[src/rtl/drc_pkg.sv]
// Package for the dirty region coalescer: shared widths, register indexes,
// reset values and the result record. No dependencies.
`timescale 1ns / 1ps

package drc_pkg;

  localparam int COORD_BITS_DEF = 8;   // default counter and span width
  localparam int CFG_W          = 9;   // width of a configuration register
  localparam int PIX_W          = 16;  // RGB565 pixel
  localparam int OUT_COORD_W    = 8;   // coordinate width on the result port

  localparam logic [CFG_W-1:0] FRAME_WIDTH_RST  = 9'd135;
  localparam logic [CFG_W-1:0] FRAME_HEIGHT_RST = 9'd240;

  typedef enum logic [0:0] {
    CFG_FRAME_WIDTH  = 1'b0,
    CFG_FRAME_HEIGHT = 1'b1
  } drc_cfg_idx_e;

  typedef struct packed {
    logic                   region_valid;
    logic [OUT_COORD_W-1:0] x_start;
    logic [OUT_COORD_W-1:0] y_start;
    logic [OUT_COORD_W-1:0] x_end;
    logic [OUT_COORD_W-1:0] y_end;
    logic                   frame_done;
  } drc_result_t;

  // Result-side handshake between the scan stage and the output register
  typedef struct packed {
    logic valid;
    logic ready;
  } drc_hs_t;

endpackage

[src/rtl/drc_cfg.sv]
// Frame size registers and the derived last column / last row indexes.
// Depends on drc_pkg.
`timescale 1ns / 1ps

module drc_cfg import drc_pkg::*; #(
  parameter int COORD_BITS = COORD_BITS_DEF
) (
  input  logic                  clk_i,
  input  logic                  rst_ni,
  input  logic                  cfg_we_i,
  input  drc_cfg_idx_e          cfg_idx_i,
  input  logic [CFG_W-1:0]      cfg_wdata_i,
  output logic [COORD_BITS-1:0] col_last_o,
  output logic [COORD_BITS-1:0] row_last_o
);

  localparam int EXT_W = (COORD_BITS + 1 > CFG_W) ? COORD_BITS + 1 : CFG_W;

  logic [CFG_W-1:0] frame_width_q, frame_height_q;

  always_ff @(posedge clk_i or negedge rst_ni) begin
    if (!rst_ni) begin
      frame_width_q  <= FRAME_WIDTH_RST;
      frame_height_q <= FRAME_HEIGHT_RST;
    end else if (cfg_we_i) begin
      unique case (cfg_idx_i)
        CFG_FRAME_WIDTH:  frame_width_q  <= cfg_wdata_i;
        CFG_FRAME_HEIGHT: frame_height_q <= cfg_wdata_i;
        default: ;
      endcase
    end
  end

  // Zero acts as one, anything above 2^COORD_BITS clamps to it
  function automatic logic [COORD_BITS-1:0] last_index(input logic [CFG_W-1:0] size);
    logic [EXT_W-1:0] size_ext;
    logic [EXT_W-1:0] lim_ext;
    logic [EXT_W-1:0] last_ext;
    size_ext = EXT_W'(size);
    lim_ext  = EXT_W'(1) << COORD_BITS;
    if (size_ext == '0) begin
      last_ext = '0;
    end else if (size_ext > lim_ext) begin
      last_ext = lim_ext - EXT_W'(1);
    end else begin
      last_ext = size_ext - EXT_W'(1);
    end
    return last_ext[COORD_BITS-1:0];
  endfunction

  assign col_last_o = last_index(frame_width_q);
  assign row_last_o = last_index(frame_height_q);

endmodule

[src/rtl/drc_scan.sv]
// Input beat register, row span tracking and run merging; builds one result
// per row end that closes a run or ends the frame. Depends on drc_pkg.
`timescale 1ns / 1ps

module drc_scan import drc_pkg::*; #(
  parameter int COORD_BITS = COORD_BITS_DEF
) (
  input  logic                  clk_i,
  input  logic                  rst_ni,
  input  logic                  in_valid_i,
  output logic                  in_ready_o,
  input  logic [PIX_W-1:0]      cur_pixel_i,
  input  logic [PIX_W-1:0]      old_pixel_i,
  input  logic [COORD_BITS-1:0] col_last_i,
  input  logic [COORD_BITS-1:0] row_last_i,
  output drc_hs_t               res_hs_o,
  input  logic                  res_ready_i,
  output drc_result_t           res_o
);

  localparam logic [COORD_BITS-1:0] ONE = COORD_BITS'(1);

  logic                  in_valid_q;
  logic [PIX_W-1:0]      cur_q, old_q;

  logic                  has_q, has_d;
  logic [COORD_BITS-1:0] first_q, first_d, last_q, last_d;
  logic [COORD_BITS-1:0] col_q, col_d, row_q, row_d;
  logic                  open_q, open_d;
  logic [COORD_BITS-1:0] top_q, top_d, left_q, left_d, right_q, right_d;

  logic                  differ, has_n, row_end, frame_end, produce, advance;
  logic [COORD_BITS-1:0] first_n, last_n, left_m, right_m, top_m;

  always_comb begin
    differ    = (cur_q != old_q);
    has_n     = has_q | differ;
    first_n   = (differ && !has_q) ? col_q : first_q;
    last_n    = differ ? col_q : last_q;
    row_end   = (col_q >= col_last_i);
    frame_end = (row_q >= row_last_i);

    left_m  = (open_q && left_q < first_n) ? left_q : first_n;
    right_m = (open_q && right_q > last_n) ? right_q : last_n;
    top_m   = open_q ? top_q : row_q;

    // a changed row only extends the run unless the frame ends here
    produce = in_valid_q && row_end && (frame_end || (!has_n && open_q));
    advance = in_valid_q && (!produce || res_ready_i);

    has_d   = has_q;
    first_d = first_q;
    last_d  = last_q;
    col_d   = col_q;
    row_d   = row_q;
    open_d  = open_q;
    top_d   = top_q;
    left_d  = left_q;
    right_d = right_q;

    res_o = '0;

    if (!row_end) begin
      has_d   = has_n;
      first_d = first_n;
      last_d  = last_n;
      col_d   = col_q + ONE;
    end else begin
      if (has_n) begin
        open_d  = !frame_end;
        top_d   = top_m;
        left_d  = left_m;
        right_d = right_m;
        res_o.region_valid = 1'b1;
        res_o.x_start      = OUT_COORD_W'(left_m);
        res_o.y_start      = OUT_COORD_W'(top_m);
        res_o.x_end        = OUT_COORD_W'(right_m);
        res_o.y_end        = OUT_COORD_W'(row_q);
        res_o.frame_done   = 1'b1;
      end else if (open_q) begin
        // clean row closes the run one row above
        open_d = 1'b0;
        res_o.region_valid = 1'b1;
        res_o.x_start      = OUT_COORD_W'(left_q);
        res_o.y_start      = OUT_COORD_W'(top_q);
        res_o.x_end        = OUT_COORD_W'(right_q);
        res_o.y_end        = OUT_COORD_W'(row_q - ONE);
        res_o.frame_done   = frame_end;
      end else begin
        res_o.frame_done = 1'b1;
      end
      has_d   = 1'b0;
      first_d = '0;
      last_d  = '0;
      col_d   = '0;
      row_d   = frame_end ? '0 : row_q + ONE;
    end
  end

  assign in_ready_o     = !in_valid_q || advance;
  assign res_hs_o.valid = produce;
  assign res_hs_o.ready = res_ready_i;

  always_ff @(posedge clk_i or negedge rst_ni) begin
    if (!rst_ni) begin
      in_valid_q <= 1'b0;
    end else if (in_ready_o) begin
      in_valid_q <= in_valid_i;
    end
  end

  always_ff @(posedge clk_i) begin
    if (in_ready_o && in_valid_i) begin
      cur_q <= cur_pixel_i;
      old_q <= old_pixel_i;
    end
  end

  always_ff @(posedge clk_i or negedge rst_ni) begin
    if (!rst_ni) begin
      has_q   <= 1'b0;
      first_q <= '0;
      last_q  <= '0;
      col_q   <= '0;
      row_q   <= '0;
      open_q  <= 1'b0;
      top_q   <= '0;
      left_q  <= '0;
      right_q <= '0;
    end else if (advance) begin
      has_q   <= has_d;
      first_q <= first_d;
      last_q  <= last_d;
      col_q   <= col_d;
      row_q   <= row_d;
      open_q  <= open_d;
      top_q   <= top_d;
      left_q  <= left_d;
      right_q <= right_d;
    end
  end

endmodule

[src/rtl/drc_out_reg.sv]
// Result register on the master side; holds a beat until it is taken.
// Depends on drc_pkg.
`timescale 1ns / 1ps

module drc_out_reg import drc_pkg::*; (
  input  logic        clk_i,
  input  logic        rst_ni,
  input  logic        res_valid_i,
  output logic        res_ready_o,
  input  drc_result_t res_i,
  output logic        out_valid_o,
  input  logic        out_ready_i,
  output drc_result_t out_o
);

  logic        valid_q;
  drc_result_t data_q;

  assign res_ready_o = !valid_q || out_ready_i;
  assign out_valid_o = valid_q;
  assign out_o       = data_q;

  always_ff @(posedge clk_i or negedge rst_ni) begin
    if (!rst_ni) begin
      valid_q <= 1'b0;
    end else if (res_ready_o) begin
      valid_q <= res_valid_i;
    end
  end

  always_ff @(posedge clk_i) begin
    if (res_ready_o && res_valid_i) begin
      data_q <= res_i;
    end
  end

endmodule

[src/rtl/dirty_region_coalescer_core.sv]
// Top level of the dirty region coalescer: config registers, scan stage and
// result register. Depends on drc_pkg, drc_cfg, drc_scan and drc_out_reg.
`timescale 1ns / 1ps

// Pixel pairs (current, previously shown) arrive in raster order, one beat per
// clock. From acceptance a beat passes through the input register, where the
// compare and the row/run min-max update run, and then the result register. A
// result beat comes at the end of a row that closes a run of changed rows
// (tuser = 1, coordinates in tdata) and at the last pixel of every frame
// (tlast = 1; tuser = 0 and zero coordinates if no run of changed rows ends
// there). Sustained rate is one pixel per clock; the slave side stalls only
// while a result is held in the output register and another row end needs to
// write it. Frame size registers take effect on the next beat.
module dirty_region_coalescer_core import drc_pkg::*; #(
  parameter int COORD_BITS = COORD_BITS_DEF
) (
  input  logic                   clk_i,
  input  logic                   rst_ni,
  input  logic                   cfg_we_i,
  input  logic [0:0]             cfg_idx_i,
  input  logic [CFG_W-1:0]       cfg_wdata_i,
  input  logic                   s_axis_tvalid_i,
  output logic                   s_axis_tready_o,
  input  logic [2*PIX_W-1:0]     s_axis_tdata_i,   // cur_pixel, old_pixel
  output logic                   m_axis_tvalid_o,
  input  logic                   m_axis_tready_i,
  output logic [4*OUT_COORD_W-1:0] m_axis_tdata_o, // x_start, y_start, x_end, y_end
  output logic                   m_axis_tuser_o,   // region_valid
  output logic                   m_axis_tlast_o    // frame_done
);

  logic [COORD_BITS-1:0] col_last, row_last;
  drc_hs_t               res_hs;
  logic                  res_ready;
  drc_result_t           res, out;

  drc_cfg #(.COORD_BITS(COORD_BITS)) u_cfg (
    .clk_i       (clk_i),
    .rst_ni      (rst_ni),
    .cfg_we_i    (cfg_we_i),
    .cfg_idx_i   (drc_cfg_idx_e'(cfg_idx_i)),
    .cfg_wdata_i (cfg_wdata_i),
    .col_last_o  (col_last),
    .row_last_o  (row_last)
  );

  drc_scan #(.COORD_BITS(COORD_BITS)) u_scan (
    .clk_i       (clk_i),
    .rst_ni      (rst_ni),
    .in_valid_i  (s_axis_tvalid_i),
    .in_ready_o  (s_axis_tready_o),
    .cur_pixel_i (s_axis_tdata_i[PIX_W-1:0]),
    .old_pixel_i (s_axis_tdata_i[2*PIX_W-1:PIX_W]),
    .col_last_i  (col_last),
    .row_last_i  (row_last),
    .res_hs_o    (res_hs),
    .res_ready_i (res_ready),
    .res_o       (res)
  );

  drc_out_reg u_out (
    .clk_i       (clk_i),
    .rst_ni      (rst_ni),
    .res_valid_i (res_hs.valid),
    .res_ready_o (res_ready),
    .res_i       (res),
    .out_valid_o (m_axis_tvalid_o),
    .out_ready_i (m_axis_tready_i),
    .out_o       (out)
  );

  assign m_axis_tdata_o = {out.y_end, out.x_end, out.y_start, out.x_start};
  assign m_axis_tuser_o = out.region_valid;
  assign m_axis_tlast_o = out.frame_done;

  // A beat without a rectangle only ever marks the end of a frame
  a_empty_is_frame_end: assert property (@(posedge clk_i) disable iff (!rst_ni)
    m_axis_tvalid_o && !m_axis_tuser_o |-> m_axis_tlast_o && m_axis_tdata_o == '0)
    else $error("empty result beat outside frame end");

  // Input stalls only when a result is blocked by a full output register
  a_stall_cause: assert property (@(posedge clk_i) disable iff (!rst_ni)
    !s_axis_tready_o |-> res_hs.valid && !res_ready && m_axis_tvalid_o)
    else $error("input stalled without a blocked result");

  // A blocked result stays offered with the same contents
  a_blocked_result_holds: assert property (@(posedge clk_i) disable iff (!rst_ni)
    res_hs.valid && !res_hs.ready |=> res_hs.valid && $stable(res))
    else $error("blocked result changed");

endmodule

[config.mk]
export PLATFORM = sky130hd
export DESIGN_NAME = dirty_region_coalescer_core
export DESIGN_NICKNAME = d
export VERILOG_FILES = /design/src/rtl/drc_pkg.sv /design/src/rtl/drc_cfg.sv /design/src/rtl/drc_scan.sv /design/src/rtl/drc_out_reg.sv /design/src/rtl/dirty_region_coalescer_core.sv
export SDC_FILE = /design/constraint.sdc
export NUM_CORES = 1
export LEC_CHECK = 0
export BUFFER_PORTS_ARGS = -buffer_cell sky130_fd_sc_hd__buf_2
export CORE_MARGIN = 8
export CORE_UTILIZATION = 60
export CTS_BUF_LIST = sky130_fd_sc_hd__clkbuf_8
export DETAILED_ROUTE_END_ITERATION = 6
export HOLD_SLACK_MARGIN = 0.1
export PLACE_DENSITY = 0.86
export REMOVE_ABC_BUFFERS = 1
export SYNTH_ARGS = -nofsm -noshare
export SYNTH_HDL_FRONTEND = slang
export SYNTH_SLANG_ARGS = --single-unit
[constraint.sdc]
create_clock -name clk_i -period 6.2 [get_ports clk_i]
set_input_delay 0.31 -clock clk_i [delete_from_list [all_inputs] [get_ports clk_i]]
set_output_delay 0.31 -clock clk_i [all_outputs]
set_load 0.1 [all_outputs]
Word-level counts from Yosys, hierarchy flattened
Cells that the tools add are included.
Widths: inputs -> output; s select.
{"block": "classes", "reduce_logical": 25, "n_addsub": 5, "n_bitwise": 2, "n_shift": 0, "n_mul": 0, "div": 0, "order_cmp": 6, "eq_ne": 1, "muxes": 18}
{"cell": "$mux 8", "n": 13}
{"cell": "$mux 34", "n": 1}
{"cell": "$mux 33", "n": 1}
{"cell": "$sub 8x1->8 const B", "n": 3}
{"cell": "$gt 9x9->1 const B", "n": 2}
{"cell": "$logic_not 9->1", "n": 2}
{"cell": "$add 8x1->8 const B", "n": 2}
{"cell": "$ge 8x8->1", "n": 2}
{"cell": "$ne 16x16->1", "n": 1}
{"cell": "$logic_and 1x1->1", "n": 9}
{"cell": "$gt 8x8->1", "n": 1}
{"cell": "$lt 8x8->1", "n": 1}
{"cell": "$logic_not 1->1", "n": 6}
{"cell": "$reduce_and 2->1", "n": 3}
{"cell": "$logic_or 1x1->1", "n": 4}
{"cell": "$mux 1", "n": 3}
{"cell": "$reduce_and 3->1", "n": 1}
{"cell": "$not 1->1", "n": 1}
{"cell": "$or 1x1->1", "n": 1}
{"block": "word_totals", "register_bits": 144, "n_memories": 0, "ramBits": 0, "latch_bits": 0, "romBits": 0, "in_bits": 47}

Depth between registers and ports, before layout
{"block": "logic_depth", "ltp_word": 11, "depth_mapped": 18, "depth_no_buf": 16}

Hierarchy
From an unflattened synthesis, not the netlist that was laid out.
{"block": "hier_totals", "hier_cells": 693, "area_unflattened_um2": 7601.0}
{"mod": "drc_scan", "seq_area_each_um2": 2437.3, "area_per_inst_um2": 5216.3, "instances": 1, "cells_per_inst": 514}
{"mod": "drc_cfg", "seq_area_each_um2": 460.4, "area_per_inst_um2": 1310.0, "instances": 1, "cells_per_inst": 141}
{"mod": "drc_out_reg", "seq_area_each_um2": 1046.0, "area_per_inst_um2": 1074.8, "instances": 1, "cells_per_inst": 38}

Worst setup path after synthesis
Ideal clock, no wire load.
{"block": "synth_timing", "path_kind": "reg-to-reg", "start": "register u_cfg.frame_width_q[0]", "end": "register u_scan.cur_q[0] (enable)", "synth_period_minus_slack_ps": 4992, "arrival_time_ps": 4567, "path_slack_ps": 1208, "stages_incl_launch_ff": 17, "setup_time_ps": 425, "cell_sequence": "dfstp_2 -> inv_1 -> ha_1 -> nand2_1 -> or3_1 -> nor3_1 -> nand2b_1 -> a21oi_1 -> ha_1 -> a21oi_1 -> o21ai_1 -> a41oi_1 -> a21oi_2 -> nand2_1 -> clkbuf_1 -> nor2_1 -> nor2b_1"}
{"block": "synth_via", "elab_chain_cells": 11}
{"element": "start: declaration", "line_no": "drc_cfg.sv:19", "text": "logic [CFG_W-1:0] frame_width_q, frame_height_q;"}
{"element": "start signal: assignment", "line_no": "drc_cfg.sv:27", "text": "CFG_FRAME_WIDTH: frame_width_q <= cfg_wdata_i;"}
{"element": "$sub 8x1->8 or $gt 9x9->1 (tied branches)", "line_no": "drc_cfg.sv:46, drc_cfg.sv:43"}
{"element": "$mux 8", "line_no": "drc_cfg.sv:43", "text": "end else if (size_ext > lim_ext) begin"}
{"element": "$mux 8 (*)", "line_no": "drc_cfg.sv:41", "text": "if (size_ext == '0) begin"}
{"element": "$ge 8x8->1 (*)", "line_no": "drc_scan.sv:40", "text": "row_end = (col_q >= col_last_i);"}
{"element": "$logic_and 1x1->1 (*) (2 in a row)", "line_no": "drc_scan.sv:48", "text": "produce = in_valid_q && row_end && (frame_end || (!has_n && open_q));"}
{"element": "$logic_not 1->1 (*)", "line_no": "drc_scan.sv:49", "text": "advance = in_valid_q && (!produce || res_ready_i);"}
{"element": "$logic_or 1x1->1 (*)", "line_no": "drc_scan.sv:49"}
{"element": "$logic_and 1x1->1 (*)", "line_no": "drc_scan.sv:49"}
{"element": "$logic_or 1x1->1 (*)", "line_no": "drc_scan.sv:100", "text": "assign in_ready_o = !in_valid_q || advance;"}
{"element": "$logic_and 1x1->1 (*)", "line_no": "drc_scan.sv:113", "text": "if (in_ready_o && in_valid_i) begin"}
{"element": "end signal: assignment", "line_no": "drc_scan.sv:114", "text": "cur_q <= cur_pixel_i;"}
{"element": "end: declaration", "line_no": "drc_scan.sv:24", "text": "logic [PIX_W-1:0] cur_q, old_q;"}
Every way passes the cells marked *; elsewhere a longest branch is shown, timed or not.
A chain may end at the register's enable or synchronous reset.

Final worst setup path
{"block": "layout_timing", "start": "register u_cfg.frame_width_q[0]", "end": "output port s_axis_tready_o"}
{"block": "layout_via", "elab_chain_cells": 10}
{"element": "$sub 8x1->8 or $gt 9x9->1 (tied branches)", "line_no": "drc_cfg.sv:46, drc_cfg.sv:43"}
{"element": "$mux 8", "line_no": "drc_cfg.sv:43"}
{"element": "$mux 8 (*)", "line_no": "drc_cfg.sv:41"}
{"element": "$ge 8x8->1 (*)", "line_no": "drc_scan.sv:40"}
{"element": "$logic_and 1x1->1 (*) (2 in a row)", "line_no": "drc_scan.sv:48"}
{"element": "$logic_not 1->1 (*)", "line_no": "drc_scan.sv:49"}
{"element": "$logic_or 1x1->1 (*)", "line_no": "drc_scan.sv:49"}
{"element": "$logic_and 1x1->1 (*)", "line_no": "drc_scan.sv:49"}
{"element": "$logic_or 1x1->1 (*)", "line_no": "drc_scan.sv:100"}
{"element": "end: declaration", "line_no": "dirty_region_coalescer_core.sv:23", "text": "output logic s_axis_tready_o,"}
Marked as above.

==> run_results.csv <==
group,metric,value,unit
synthesis,avgSynthCellArea,11.55,sq um
cells_and_area,drive_gt1_frac,0.2086,
cts,cts.sinks,144,
outcome,status,"complete, no violations",
grt,grt_max_degree,79,
cts,numCtsBuffers,17,
power,p_leak,3.600,nW
drt,drc_errors,0,
placed_design,gp_congestion,0.8762,
cells_and_area,register_area,0.003944,sq mm
timing,grt_setup_unrepaired,"no",
cells_and_area,diodes,0,
min_path,hp-class,"in2async",
critical_path,worst_setup_path_end_kind,"output pin",
timing,final-hold-violation-count,0,
power,peakVddDrop,0.0001883,V
placed_design,dp_cells,870,
cts,clk_pin_slew,0.08,ns
drt,routed_wl,18260,um
timing,final_max_slew_viol_count,0,
synthesis,ys_seq_area_frac,0.5300,
cells_and_area,post-route-cell-area,0.008720,sq mm
synthesis,yosysTopAreaCellShare,0.2664,
synthesis,synth-main-ff-cell,"dfrtp_1",
grt,grt_pass1_wl,29490,um
placed_design,dp_hpwl,11560,um
synthesis,synth.area.top_cells,"edfxtp_1, dfrtp_1, ha_1",
grt,gr-usage-all-layers,0.2298,
timing,finalCritPeriodShare,0.8458,
cells_and_area,final-instance-count-excl-fill,935,
cells_and_area,multi_input_area,0.003271,sq mm
placed_design,io_buffers,82,
synthesis,ys_ff_latch,144,
floorplan,start_util,0.6169,
grt,grt_pass1_vias,5968,
timing,max_freq,0.1907,GHz
drt,initialDrtViolationCount,577,
critical_path,path_cells,"inv_1 > ha_1 > nand2_1 > or3_1 > nor3_1 > nand2_1 > nand2_1 > o21ai_0 > ha_1 > nor2b_1 > o21ai_1 > a41oi_1 > a21oi_2 > nand2_1 > buf_4 > nor2_1 > inv_1 > buf_2",
drt,wl_per_cell,19.53,um
cts,clock_latency,0.45,ns
critical_path,cp_common_cell,"nand2_1",
critical_path,worstSetupPathType,"reg2out",
floorplan,die_h,127.4,um
cells_and_area,final_util,0.7229,
synthesis,synth-edff-count,66,
cells_and_area,nets,837,
critical_path,cp.required,5.89,ns
cells_and_area,fill_cells,778,
timing,min_period,5.244,ns
synthesis,ys_async_sr_fraction,0.5417,
grt,antenna_found_initial,0,
drt,viasPerCell,6.083,
drt,drtAntennaViolNets,0,
timing,fin_setup_tns,0,ns
cts,clockRootBuffer,"clkbuf_8",
timing,clock_skew,0.01504,ns
synthesis,yosysTopAreaCell,"edfxtp_1",
critical_path,arrival,4.93,ns
cts,htreeDepth,4,
cts,cts_hold_repair.buffers,33,
power,total_power,4.084,mW
cts,cts_resized,0,
floorplan,die-area,0.01622,sq mm
critical_path,cp_num_buf_inv,4,
critical_path,startpoint_type,"register",
power,cellPowerDensity,468.4,mW/mm^2
job,maxCapViolations,0,
floorplan,num_io_pins,83,
synthesis,yosys_warnings,0,
critical_path,critical_path.top_delay_family,"simple AND/OR/NAND/NOR gates",
timing,worst_pin_slew,1.071,ns
cells_and_area,area_delta_synth_final,17.19,%
drt,drt_pass1_iterations,5,
grt,globalRouteOverflowTotal,0,
critical_path,worstPathMaxFanout,22,
synthesis,syn_inst,644,
cts,post_cts_buffers,0,
critical_path,cp_slowest_cell,"a21oi_2",
floorplan,rows,40,
synthesis,synth_commonest_cells,"dfrtp_1, edfxtp_1, nor2_1",
floorplan,die_w,127.4,um
synthesis,yosysMostFrequentCell,"dfrtp_1",
synthesis,syn_area,0.007441,sq mm
timing,slew_headroom,0.2862,
cts,clockBufferDepth,2,
drt,vias,5688,
critical_path,crit_path_max_incr_delay,0.74,ns
placed_design,dpl_cell_area,0.007978,sq mm
timing,setup_viol,0,
floorplan,core,0.01206,sq mm
synthesis,synthDistinctLibCells,62,
cts,cts_tree,"built",
## kinds of logic (layout without fill, tap and decap cells)
group,Yosys count,in the layout,synth area share
compound gates,163,163,0.1550
xor+xnor,26,26,0.03060
flops,144,144,0.5300
buf+inv,57,180,0.03111
simple gates,171,171,0.1214
mux,47,47,0.07130
fa+ha+maj,36,36,0.06053
## layout by cell type (no fill, tap or decap), drive strengths merged, types with 20 or more instances in the layout
| cell | n |
|---|---|
| buf | 87 |
| dfrtp | 70 |
| a21oi | 20 |
| o2bb2ai | 23 |
| nand2 | 38 |
| o21ai | 40 |
| dlygate4sd3 | 33 |
| nor2 | 41 |
| inv | 31 |
| edfxtp | 66 |
| o31ai | 23 |
| mux2i | 23 |
| ha | 36 |
| mux2 | 24 |
## report_power, final
part / internal, mW / leakage (nW) / switching (mW) / total (mW)
Sequential: 1.29 / 1.56 / 0.303 / 1.59
Clock: 0.407 / 0.200 / 0.369 / 0.776
Combinational: 0.652 / 1.84 / 1.06 / 1.71
Total: 2.35 / 3.60 / 1.74 / 4.08
## routing by layer
metal | vias to the layer above | part of all wire | global-route usage
met3 | 76 | 0.076 | 0.05532
met1 | 2736 | 0.38 | 0.2622
met5 | - | 0 | 0
met2 | 274 | 0.49 | 0.3747
li1 | 2602 | - | -
met4 | 0 | 0.055 | 0.1638
## layout make-up
cell class,instances,area share
clock buffers,18,0.02841
clock inverters,14,0.01880
well taps,168,0.02411
inverters,28,0.01205
flip-flops and latches,144,0.4523
multi-input cells,443,0.3751
repair buffers,120,0.08925
## stage by stage
stage,hold WS (ns),setup WS (ns)
after floorplan,0.01441,1.115
after global placement,0.4703,1.621
after detailed placement,0.4732,1.309
after CTS,0.1024,1.092
after global routing,0.1028,0.7214
final,0.09844,0.9563
## final timing paths
kind	slack (ns)	endpoint	startpoint	depth (start not counted)
min in group clk_i	0.11	u_cfg.frame_width_q[1]$_DFFE_PN1P_	cfg_wdata_i[1]	3
max in group asynchronous	5.44	u_cfg.frame_height_q[0]$_DFFE_PN0P_	rst_ni	2
worst max register to register	1.16	u_scan.top_q[6]$_DFFE_PN0P_	u_cfg.frame_width_q[0]$_DFFE_PN1P_	17
worst min-delay path	0.1	u_scan.right_q[1]$_DFFE_PN0P_	rst_ni	2
worst max-delay path	0.96	s_axis_tready_o	u_cfg.frame_width_q[0]$_DFFE_PN1P_	18
worst min register to register	0.49	u_scan.first_q[4]$_DFFE_PN0N_	u_scan.first_q[4]$_DFFE_PN0N_	1
## flip-flops by register name, indices dropped and copies added, names as in the netlist, 9 cells and up
name,count
u_scan.cur_q,16
u_cfg.frame_width_q,9
u_scan.old_q,16
u_out.out_o,34
u_cfg.frame_height_q,9
Note: power is estimated with default switching activity, not from simulation.
